`config.mk`:
```
export PLATFORM = sky130hd
export DESIGN_NAME = rrar_front
export DESIGN_NICKNAME = d
export VERILOG_FILES = /design/src/hw/rtl/rrar_pkg.sv /design/src/hw/rtl/rrar_front.sv
export SDC_FILE = /design/constraint.sdc
export NUM_CORES = 1
export LEC_CHECK = 0
export BUFFER_PORTS_ARGS = -buffer_cell sky130_fd_sc_hd__buf_2
export CORE_AREA = 2 2 67 69
export CTS_BUF_LIST = sky130_fd_sc_hd__clkbuf_2
export DETAILED_ROUTE_END_ITERATION = 6
export DIE_AREA = 0 0 69 71
export GPL_TIMING_DRIVEN = 0
export PLACE_DENSITY = 0.83
export SYNTH_ARGS = -nofsm -noshare
export SYNTH_HDL_FRONTEND = slang
export SYNTH_SLANG_ARGS = --single-unit
export TNS_END_PERCENT = 20
```
`constraint.sdc`:
```
create_clock -name clk_i -period 5 [get_ports clk_i]
set_input_delay 1 -clock clk_i [delete_from_list [all_inputs] [get_ports clk_i]]
set_output_delay 1 -clock clk_i [all_outputs]
set_load 0.01 [all_outputs]
```
`src/hw/rtl/rrar_pkg.sv`:
```
package rrar_pkg;

  // frame and protocol constants
  localparam int unsigned FRAME_LEN     = 5;
  localparam logic [2:0]  LAST_BEAT     = 3'd4;
  localparam logic [7:0]  FN_WRITE      = 8'h10;
  localparam logic [7:0]  FN_READ       = 8'h03;
  localparam logic [7:0]  BC_SYNC       = 8'hBB;
  localparam logic [7:0]  BC_ID         = 8'hFF;
  localparam logic [7:0]  NODE_ADDR_REG = 8'd19;
  localparam logic [7:0]  RSSI_REG      = 8'd31;
  localparam logic [15:0] NODE_ADDR_RST = 16'd254;
  localparam logic [7:0]  THR_RST       = 8'd30;
  localparam logic [7:0]  BCAST_RST     = 8'hFF;

  // input item modes and result kinds
  localparam logic MODE_BYTE  = 1'b0;
  localparam logic MODE_POLL  = 1'b1;
  localparam logic KIND_REPLY = 1'b0;
  localparam logic KIND_SYNC  = 1'b1;

  typedef enum logic [0:0] {
    CFG_RSSI_THR   = 1'b0,
    CFG_BCAST_ADDR = 1'b1
  } cfg_idx_e;

  typedef struct packed {
    logic       mode;
    logic [7:0] rx_byte;
    logic       last_byte;
    logic [7:0] rssi;
  } item_t;

  typedef struct packed {
    logic       kind;
    logic [7:0] reply_byte;
    logic       last_of_reply;
  } result_t;

  typedef struct packed {
    logic [7:0] rssi_thr;
    logic [7:0] bcast_addr;
  } cfg_t;

  // one queued command: a finished packet or a poll
  typedef struct packed {
    logic                          is_poll;
    logic [7:0]                    rssi;
    logic [FRAME_LEN-1:0][7:0]     pkt;
  } cmd_t;

  // queue status seen by both ends
  typedef struct packed {
    logic full;
    logic empty;
  } q_stat_t;

  // back end states
  typedef enum logic [2:0] {
    ST_IDLE = 3'b001,
    ST_RD   = 3'b010,
    ST_SEND = 3'b100
  } back_state_e;

  // value of a holding register that was never written
  function automatic logic [15:0] reg_rst_val(input logic [7:0] r);
    return (r == NODE_ADDR_REG) ? NODE_ADDR_RST : 16'd0;
  endfunction

endpackage

```
`src/hw/rtl/rrar_front.sv`:
```
module rrar_front (
  input  logic             clk_i,
  input  logic             rst_ni,
  input  logic             accept_i,
  input  rrar_pkg::item_t  item_i,
  output logic             push_o,
  output rrar_pkg::cmd_t   cmd_o
);

  logic [rrar_pkg::FRAME_LEN-1:0][7:0] pkt_q, pkt_d;
  logic [2:0]                          idx_q, idx_d;

  // collect packet bytes, close a packet on its last byte
  always_comb begin
    pkt_d = pkt_q;
    idx_d = idx_q;
    if (accept_i && (item_i.mode == rrar_pkg::MODE_BYTE)) begin
      if (idx_q < 3'(rrar_pkg::FRAME_LEN)) begin
        pkt_d[idx_q] = item_i.rx_byte;
        idx_d        = idx_q + 3'd1;
      end
      if (item_i.last_byte) begin
        idx_d = 3'd0;
      end
    end
  end

  // a poll or a packet end becomes one queued command
  assign push_o        = accept_i &&
                         ((item_i.mode == rrar_pkg::MODE_POLL) || item_i.last_byte);
  assign cmd_o.is_poll = (item_i.mode == rrar_pkg::MODE_POLL);
  assign cmd_o.rssi    = item_i.rssi;
  assign cmd_o.pkt     = pkt_d;

  always_ff @(posedge clk_i or negedge rst_ni) begin
    if (!rst_ni) begin
      pkt_q <= '0;
      idx_q <= 3'd0;
    end else begin
      pkt_q <= pkt_d;
      idx_q <= idx_d;
    end
  end

endmodule

```
# Word level (Yosys, flattened, before mapping)
# Index checks and enable logic that the tools add are counted.
# word_totals
reg_bits	43
inputBits	21
output_inout_bits	50
# op_classes
n_addsub	1
magnitude_cmp	3
n_mux	7
n_bitwise	1
n_reduce_logical	6
# op_table
op	n
two-way mux 40 bit	2
bitwise mux 40 bit	1
demux 8 bit (select 3 bit)	1
two-way mux 8 bit	1
two-way mux 3 bit	2
less-than comparator 3 x 4 -> 1 bit, second input constant	1
adder 3 x 1 -> 3 bit, second input constant	1
greater-or-equal comparator 3 x 1 -> 1 bit, second input constant	1
logical AND 1 bit	3
less-than comparator 3 bit, second input constant	1
AND reduction 2 bit	1
nonzero test 2 bit	1
logical OR 1 bit	1
inverter 1 bit	1

# Depth between registers and ports, before layout
# depth
ltp_word	7
ltp_mapped	4

# Worst setup path before layout
# Ideal clock, no wire load.
# synth_timing
path_type	input to output
from	input item_i[17] (netlist name)
to	output cmd_o[16] (netlist name)
arrival_ps	2120
slack_ps	1880
stages	4
path_buffers	1
cell_sequence	nand2b_4 or4b_1 buf_6 mux2_4
# synth_rtl
element	line_no	rtl
start: declaration	rrar_front.sv:5	input rrar_pkg::item_t item_i,
end: declaration	rrar_front.sv:7	output rrar_pkg::cmd_t cmd_o

==> metrics.txt <==
CTS Buffer Depth=2; Synth area leaders=dfrtp_1, mux2_2, mux2_4, buf_4, nor2b_1; largest net degree at the start of global routing=44; FP Rows=24; routed via count=1,171; Warnings, synthesis=0; Rel. slew slack=37.63%; fmax=286.2 MHz; CTS Buf Count=5; chip height=71 µm; Fin Setup TNS=0 ns; share of cells above drive strength 1=65.43%; Reg area=1076 µm²; Placer Congestion=0.7133; Worst Path Buf+Inv=3; Hold Path Cell Cnt=1; area growth from synthesis to layout=25.82%; Hold Crit Class=reg2reg; unique cell type count in the Yosys netlist=21; clock sinks=43; total power draw=1345 µW; Root Driver=clkbuf_2; Area after DPL=2178 µm²; Post-CTS Repair Setup Buffers=0; largest area contributor in the netlist=dfrtp_1; Worst path depth=6; CTS tree=yes; CP max stage cell=mux2_2; Residual DRC=0; Seq/Total Area, Yosys=59.68%; wire per inst=14.83 µm; first-pass GRT wire length=5844 µm; Net Count, Synth=140; Die ar.=4899 µm²; Final Cell Area=2268 µm²; multi-input logic area=635.6 µm²; overall routed net length=3560 µm; CP Data Arrival Time=2.49 ns; peak supply drop=0.2865 mV; Initial DRT Pass Iterations=4; Crit path max-delay family=simple AND/OR/NAND/NOR gates; #FFs+latches synth=43; Final setup violation count=0; crit share post-route=69.89%; fill count=368; cell area power density=593.0 nW/µm²; CP Cell Sequence=buf_2, nor2b_1, clkbuf_1, nand3_1, mux2_2, buf_2; DP HPWL=2517 µm; LEAKAGE=0.001184 µW; cells on worst reg2reg path=3; status=complete, no violations; CP required=4.00 ns; # resized after CTS=0; GR Util All Layers=15.35%; global route overflow=0; Post-layout nets=209; WS Path Type=in2out; H-Tree Depth=2; critical path's most frequent cell=buf_2; # hold bufs at CTS=0; synthesized area per cell=15.28 µm²; core outline area=4204 µm²; skew final=0.02041 ns; delay of the slowest critical-path stage=0.45 ns; Worst-Skew Late Latency=0.39 ns; CP max FO=8; Reg clk slew, reported paths=0.19 ns; minimum clock period=3.495 ns; post-route ant nets=0; vias per cell=4.879; area share of the largest cell type after synthesis=59.68%; Syn Inst Count=118; Iter 0 DRT Violations=51; reg-to-reg slack, setup=3.10 ns; Synth Cell Area=1803 µm²; io pins=71; Initial Util=42.89%; post-route core utilization=53.96%; crit path capture type=primary output; initial antenna violation count=0; Ant. Diodes=0; vias in the first global route=1,173; worst hold margin=0.5178 ns; CP Launch Type=primary input; RSZ-0062 raised after global routing=false; Final Hold Viols=0; Die X=69 µm; max_cap viols=0; Port Buffer Count=62; pin slew with the least headroom to its limit=0.9356 ns; Slew Viols, Final=0
## per-layer routing
layer | vias to the layer above | global-route usage [%] | routed length (µm)
met5 | - | 0 | 0
li1 | 543 | - | -
met1 | 577 | 20.62 | 1579
met2 | 49 | 24.68 | 1737
met3 | 2 | 4.558 | 227
met4 | 0 | 3.922 | 17
## synthesized netlist by cell type (all sizes together)
library cell,n
o21ai,2
nand4b,1
or4,1
or4b,1
nand2,3
mux2,40
ha,1
a21oi,3
nand2b,1
buf,11
nor3b,2
a21o,1
nand3,1
dfrtp,43
clkbuf,2
nor2b,3
o21a,2
## cell usage in the layout, fill, tap and decap left out, types with 3 or more instances in the layout
cell	instances
a21oi_1	3
buf_2	63
buf_4	9
clkbuf_2	6
dfrtp_1	43
mux2_2	32
mux2_4	8
nand2_1	3
nor2b_1	3
## final cells by class
cell class	count	area share, %
timing repair buffer	62	13.68
tap	52	2.868
clock buffer	6	1.324
sequential	43	47.44
buffer	13	4.026
multi-input combinational	62	28.02
clock inverter	2	2.648
## power breakdown
group          internal, µW  leakage, µW  switching (µW)
registers               507     0.000533            47.1
logic                   280     0.000598             266
clock network           137    0.0000532             108
total                   924      0.00118             422
## sequential cells by signal (all words and copies together), names as in the netlist
name   flops
pkt_q     40
idx_q      3
## per-stage QoR
step                      worst slack [ns]  cells
after floorplan                      1.880    118
after global placement               1.480    232
after detailed placement             1.473    232
after CTS                            1.475    240
after global routing                 1.370    240
final                                1.505    240
## cell families after synthesis
family | count (synthesis) | synth area share [%]
muxes | 40 | 26.65
AOI/OAI and AO/OA | 8 | 2.637
adders and majority gates | 1 | 0.6939
and+or+nand+nor | 13 | 5.274
buffers and inverters | 13 | 5.066
DFF | 43 | 59.68
## path summary, 6_finish.rpt
path | end | start
setup / recovery | cmd_o[25] | accept_i
hold / removal | pkt_q[19] | pkt_q[19]
hold reg to reg | pkt_q[19] | pkt_q[19]
min in group asynchronous | pkt_q[15] | rst_ni
max in group asynchronous | pkt_q[8] | rst_ni
setup reg to reg | pkt_q[9] | idx_q[0]
(Power assumes the default switching activity.)
