<file path="src/hw/rtl/rrar_pkg.sv">
package rrar_pkg;

  // frame and protocol constants
  localparam int unsigned FRAME_LEN     = 5;
  localparam logic [2:0]  LAST_BEAT     = 3'd4;
  localparam logic [7:0]  FN_WRITE      = 8'h10;
  localparam logic [7:0]  FN_READ       = 8'h03;
  localparam logic [7:0]  BC_SYNC       = 8'hBB;
  localparam logic [7:0]  BC_ID         = 8'hFF;
  localparam logic [7:0]  NODE_ADDR_REG = 8'd19;
  localparam logic [7:0]  RSSI_REG      = 8'd31;
  localparam logic [15:0] NODE_ADDR_RST = 16'd254;
  localparam logic [7:0]  THR_RST       = 8'd30;
  localparam logic [7:0]  BCAST_RST     = 8'hFF;

  // input item modes and result kinds
  localparam logic MODE_BYTE  = 1'b0;
  localparam logic MODE_POLL  = 1'b1;
  localparam logic KIND_REPLY = 1'b0;
  localparam logic KIND_SYNC  = 1'b1;

  typedef enum logic [0:0] {
    CFG_RSSI_THR   = 1'b0,
    CFG_BCAST_ADDR = 1'b1
  } cfg_idx_e;

  typedef struct packed {
    logic       mode;
    logic [7:0] rx_byte;
    logic       last_byte;
    logic [7:0] rssi;
  } item_t;

  typedef struct packed {
    logic       kind;
    logic [7:0] reply_byte;
    logic       last_of_reply;
  } result_t;

  typedef struct packed {
    logic [7:0] rssi_thr;
    logic [7:0] bcast_addr;
  } cfg_t;

  // one queued command: a finished packet or a poll
  typedef struct packed {
    logic                          is_poll;
    logic [7:0]                    rssi;
    logic [FRAME_LEN-1:0][7:0]     pkt;
  } cmd_t;

  // queue status seen by both ends
  typedef struct packed {
    logic full;
    logic empty;
  } q_stat_t;

  // back end states
  typedef enum logic [2:0] {
    ST_IDLE = 3'b001,
    ST_RD   = 3'b010,
    ST_SEND = 3'b100
  } back_state_e;

  // value of a holding register that was never written
  function automatic logic [15:0] reg_rst_val(input logic [7:0] r);
    return (r == NODE_ADDR_REG) ? NODE_ADDR_RST : 16'd0;
  endfunction

endpackage

</file>
<file path="src/hw/rtl/rrar_queue.sv">
module rrar_queue (
  input  logic              clk_i,
  input  logic              rst_ni,
  input  logic              push_i,
  input  rrar_pkg::cmd_t    cmd_i,
  input  logic              pop_i,
  output rrar_pkg::cmd_t    cmd_o,
  output rrar_pkg::q_stat_t stat_o
);

  rrar_pkg::cmd_t ent_q [2];
  logic           wr_ptr_q, rd_ptr_q;
  logic [1:0]     cnt_q;
  logic           do_push, do_pop;

  assign stat_o.full  = (cnt_q == 2'd2);
  assign stat_o.empty = (cnt_q == 2'd0);
  assign do_push      = push_i && !stat_o.full;
  assign do_pop       = pop_i && !stat_o.empty;
  assign cmd_o        = ent_q[rd_ptr_q];

  // entry storage
  always_ff @(posedge clk_i) begin
    if (do_push) begin
      ent_q[wr_ptr_q] <= cmd_i;
    end
  end

  // pointers and fill count
  always_ff @(posedge clk_i or negedge rst_ni) begin
    if (!rst_ni) begin
      wr_ptr_q <= 1'b0;
      rd_ptr_q <= 1'b0;
      cnt_q    <= 2'd0;
    end else begin
      if (do_push) wr_ptr_q <= ~wr_ptr_q;
      if (do_pop)  rd_ptr_q <= ~rd_ptr_q;
      cnt_q <= cnt_q + {1'b0, do_push} - {1'b0, do_pop};
    end
  end

endmodule

</file>
<file path="config.mk">
export PLATFORM = sky130hd
export DESIGN_NAME = rrar_queue
export DESIGN_NICKNAME = d
export VERILOG_FILES = /design/src/hw/rtl/rrar_pkg.sv /design/src/hw/rtl/rrar_queue.sv
export SDC_FILE = /design/constraint.sdc
export NUM_CORES = 1
export LEC_CHECK = 0
export ABC_AREA = 1
export BUFFER_PORTS_ARGS = -buffer_cell sky130_fd_sc_hd__buf_2
export CAP_MARGIN = 20
export CORE_MARGIN = 2
export CORE_UTILIZATION = 26
export CTS_CLUSTER_DIAMETER = 80
export DETAILED_ROUTE_END_ITERATION = 8
export SYNTH_ARGS = -nofsm -noshare
export SYNTH_HDL_FRONTEND = slang
export SYNTH_SLANG_ARGS = --single-unit
</file>
<file path="constraint.sdc">
create_clock -name clk_i -period 8.67 [get_ports clk_i]
set_clock_uncertainty 0.05 [all_clocks]
set_input_delay 2.601 -clock clk_i [delete_from_list [all_inputs] [get_ports clk_i]]
set_output_delay 2.601 -clock clk_i [all_outputs]
set_load 0.02 [all_outputs]
</file>
=== Word-level counts from Yosys, hierarchy flattened ===
Memories as Yosys holds them, arrays and structs flattened.
Index checks and enable logic that the tools add are counted.
W data, S select, Z words.

* Output and inout bits: 51
* RAM bits: 98
* Input bits: 53
* Memories: 1
* Flip-flop bits (word level): 4
* Logic and storage cells: 16

{| class="wikitable"
|+ Memory list
! memory !! depth !! bits a word !! read ports !! clocked after memory_dff !! wr ports !! RTL line !! text
|-
| ent_q || 2 || 49 || 1 || 0 || 1 || rrar_queue.sv:11 || <nowiki>rrar_pkg::cmd_t ent_q [2];</nowiki>
|}

* Reduce and logical (&&, ||, !) cells: 5
* Bitwise operators: 2
* Add/sub/neg operators: 2
* Muxes and demuxes: 2
* Eq/ne operators: 1

{| class="wikitable"
|+ Operators by type and width
! operator !! number
|-
| $add A2 B1 Y2 || 1
|-
| $eq A2 B2 Y1 const B || 1
|-
| $logic_and A1 B1 Y1 || 2
|-
| $logic_not A1 Y1 || 2
|-
| $logic_not A2 Y1 || 1
|-
| $mux W1 || 2
|-
| $not A1 Y1 || 2
|-
| $sub A2 B1 Y2 || 1
|}

=== Depth between registers and ports, before layout ===
* Word-level depth: 5
* Mapped depth: 10
* Mapped depth without buffers: 10

=== Least setup slack after synthesis ===
OpenSTA, ideal clock, no wires.

* Path kind: input to register
* Start: in push_i
* End: mem ent_q[1][0] (netlist name), enable pin
* Library setup time: 0.456 ns
* Path buffers: 0
* Arrival: 4.741 ns
* Cell stages on the path: 2
* Data required time: 8.164 ns
* Setup slack: 3.423 ns
* Cells stage by stage: nand2_1 -> nor2_1

* Longest elaborated chain between the ends: 3

{| class="wikitable"
|+ RTL lines
! item !! RTL line !! text
|-
| start, declared || rrar_queue.sv:4 || <nowiki>input logic push_i,</nowiki>
|-
| $logic_and A1 B1 Y1 || rrar_queue.sv:18 || <nowiki>assign do_push = push_i && !stat_o.full;</nowiki>
|-
| $mux W1 || rrar_queue.sv:24 || <nowiki>if (do_push) begin</nowiki>
|-
| $mux W1 (implied by the code) || rrar_queue.sv:25 || <nowiki>ent_q[wr_ptr_q] <= cmd_i;</nowiki>
|-
| end, declared || rrar_queue.sv:11 ||
|}

No other way between the ends.

==> results.py <==
metrics = {
    "status": {
        "status": "finished clean",
    },
    "placed_design": {
        "dpl.hpwl_um": 4728,
        "numPortBuffers": 103,
        "place.gp.congestion": 0.6520,
        "pre_cts_slack_ps": 4306,
    },
    "synth": {
        "synth_top_cell_by_area": "edfxtp_1",
        "synth_area_um2": 3850,
        "syn_nets": 345,
        "seq_area_frac_synth_pct": 79.04,
        "ys_warn_count": 0,
        "synth_cell_types": 12,
        "syn_avg_cell_area_um2": 13.28,
        "yosys_register_bits": 102,
        "synthCells": 290,
        "ys_top_cells_by_area": "edfxtp_1, nand2_1, dfrtp_1",
        "synth_top_area_share_pct": 76.44,
    },
    "routing": {
        "first_pass_iters": 4,
        "avgRoutedWirePerCell_um": 12.93,
        "drc": 0,
        "drt_iter0_drc": 80,
        "finalWirelength_um": 7554,
        "ant_nets": 0,
        "via_per_inst": 4.041,
        "num_vias": 2360,
    },
    "clock_network": {
        "postCtsHoldBufs": 0,
        "root_buffer": "clkbuf_16",
        "numCtsBuffers": 9,
        "clock_path_buffers": 2,
        "clk_pin_slew_ps": 70,
        "htree_levels": 3,
        "cts_tree": "yes",
        "clk_latency_ps": 340,
        "cts_resized": 0,
        "postCtsSetupBuffers": 0,
        "clock_sinks": 102,
    },
    "setup_path": {
        "path_class": "reg2out",
        "crit_fanout": 50,
        "endpoint_kind": "output pin",
        "rr_worst_depth": 5,
        "crit_path_start_kind": "flip-flop",
        "crit_arrival_ps": 2000,
        "crit_path_cell_trace": "buf_4 -> inv_8 -> nand2_1 -> nand2_1 -> buf_2",
        "slowest_stage": "dfrtp_2",
        "max_stage_delay_ps": 650,
        "cp_common_cell": "nand2_1",
        "critPathRequiredTime_ps": 6020,
    },
    "run": {
        "drv_cap": 0,
    },
    "sta": {
        "worst_pin_slew_ps": 702.0,
        "rsz0062_at_grt": "false",
        "setup_ws_ps": 4020,
        "timing.hold.ws_ps": 426.2,
        "hold_violations": 0,
        "fmax_ghz": 0.2151,
        "slew_headroom_pct": 53.20,
        "min_period_over_period_pct": 53.63,
        "maxSlewViolCount": 0,
        "fin_setup_tns_ps": 0,
        "finalSetupViolCount": 0,
        "period_minus_slack_ps": 4650,
    },
    "pwr": {
        "ir_drop_mv": 0.1642,
        "power_mw": 1.703,
        "powerDensity_nw_per_um2": 353.3,
        "leakagePower_nw": 2.086,
    },
    "layout": {
        "drive_above_1_share_pct": 31.50,
        "fin_util_pct": 33.29,
        "multi_input_area_um2": 656.9,
        "n_fill_cell": 1453,
        "final_nets": 451,
        "areaGrowthSynthToFinish_pct": 25.19,
        "antenna_cells": 0,
        "seqCellArea_um2": 3044,
    },
    "floorplanning": {
        "pin_count": 104,
        "die_x_um": 125.7,
        "start_util_pct": 26.59,
        "coreArea_um2": 14480,
        "dieArea_um2": 15800,
        "rows": 44,
        "die_y_um": 125.7,
    },
    "global_route": {
        "gr-total-overflow": 0,
        "grt_pass1_wl_um": 11670,
        "antenna_found_initial": 1,
        "grt_use_total_pct": 9.879,
        "grt_max_degree": 51,
        "grt_pass1_vias": 2336,
    },
    "hold_path": {
        "min-delay-path-class": "reg2reg",
        "hold_path_depth": 2,
    },
}
==> cells by family (layout without fill, tap and decap cells) <==
family / count (synthesis) / count (layout) / synth area share (%)
AND/OR/NAND/NOR: 164 / 164 / 16.22
flip-flops: 102 / 102 / 79.04
buffers and inverters: 22 / 132 / 4.095
adder cells (fa/ha/maj): 2 / 2 / 0.6499
==> per-stage QoR <==
| step | cells | area, um2 |
|---|---|---|
| 6_report | 584 | 4820 |
| 5_1_grt | 584 | 4820 |
| 4_1_cts | 583 | 4800 |
| 3_5_place_dp | 568 | 4511 |
| 3_3_place_gp | 568 | 4511 |
| 2_1_floorplan | 290 | 3850 |
==> per-layer routing <==
metal	global-route usage, %	wire (um)	share of wire [%]	up-vias
met5	0	0	0	-
met2	16.57	3694	49	75
met4	4.771	132	1.7	0
li1	-	-	-	1173
met1	10.99	3363	45	1100
met3	3.908	364	4.8	12
==> path summary, 6_finish.rpt <==
path	to	slack (ps)	start
worst max-delay path	cmd_o[46]	4020	rd_ptr_q
worst min-delay path	wr_ptr_q	430	wr_ptr_q
worst max register to register	ent_q[1][10]	6920	cnt_q[0]
worst min register to register	wr_ptr_q	430	wr_ptr_q
max in group asynchronous	rd_ptr_q	6420	rst_ni
min in group asynchronous	wr_ptr_q	2010	rst_ni
==> registers in the layout (all words and copies together), names as in the netlist <==
signal,count
wr_ptr_q,1
ent_q,98
rd_ptr_q,1
cnt_q,2
==> layout by cell type (no fill, tap or decap), types with 2 or more instances in the layout <==
| master | synthesis | layout |
|---|---|---|
| buf_2 | 0 | 103 |
| dfrtp_1 | 4 | 3 |
| nand2_1 | 160 | 160 |
| inv_1 | 10 | 9 |
| nand3_1 | 2 | 2 |
| clkinv_2 | 0 | 2 |
| buf_4 | 5 | 2 |
| ha_1 | 2 | 2 |
| clkbuf_16 | 0 | 9 |
| edfxtp_1 | 98 | 98 |
| clkinvlp_4 | 0 | 2 |
==> cell type report <==
type	count	share of cell area [%]
clock inverter	6	1.324
multi-input combinational	166	13.63
inverter	11	1.012
tap	184	4.777
timing repair buffer	106	11.42
clock buffer	9	4.673
sequential	102	63.16
==> power by group <==
group          total, mW  leakage (nW)  internal [mW]  switching, mW
logic              0.597         0.990          0.169          0.428
clock network      0.390         0.137          0.221          0.169
registers          0.716         0.959          0.673         0.0423
==> worst max-delay path: cells and delay by family (launching register included) <==
| kind | cells | cell delay, ps |
|---|---|---|
| buffers and inverters | 3 | 790 |
| AND/OR/NAND/NOR | 2 | 170 |
| flip-flops | 1 | 650 |
==> synthesized netlist by cell type <==
library cell / count
nor2_1: 1
edfxtp_1: 98
nand2_1: 160
inv_1: 10
nand3_2: 1
dfrtp_1: 4
ha_1: 2
buf_6: 5
inv_8: 1
buf_8: 1
buf_4: 5
nand3_1: 2
Note: power is estimated with default switching activity, not from simulation.
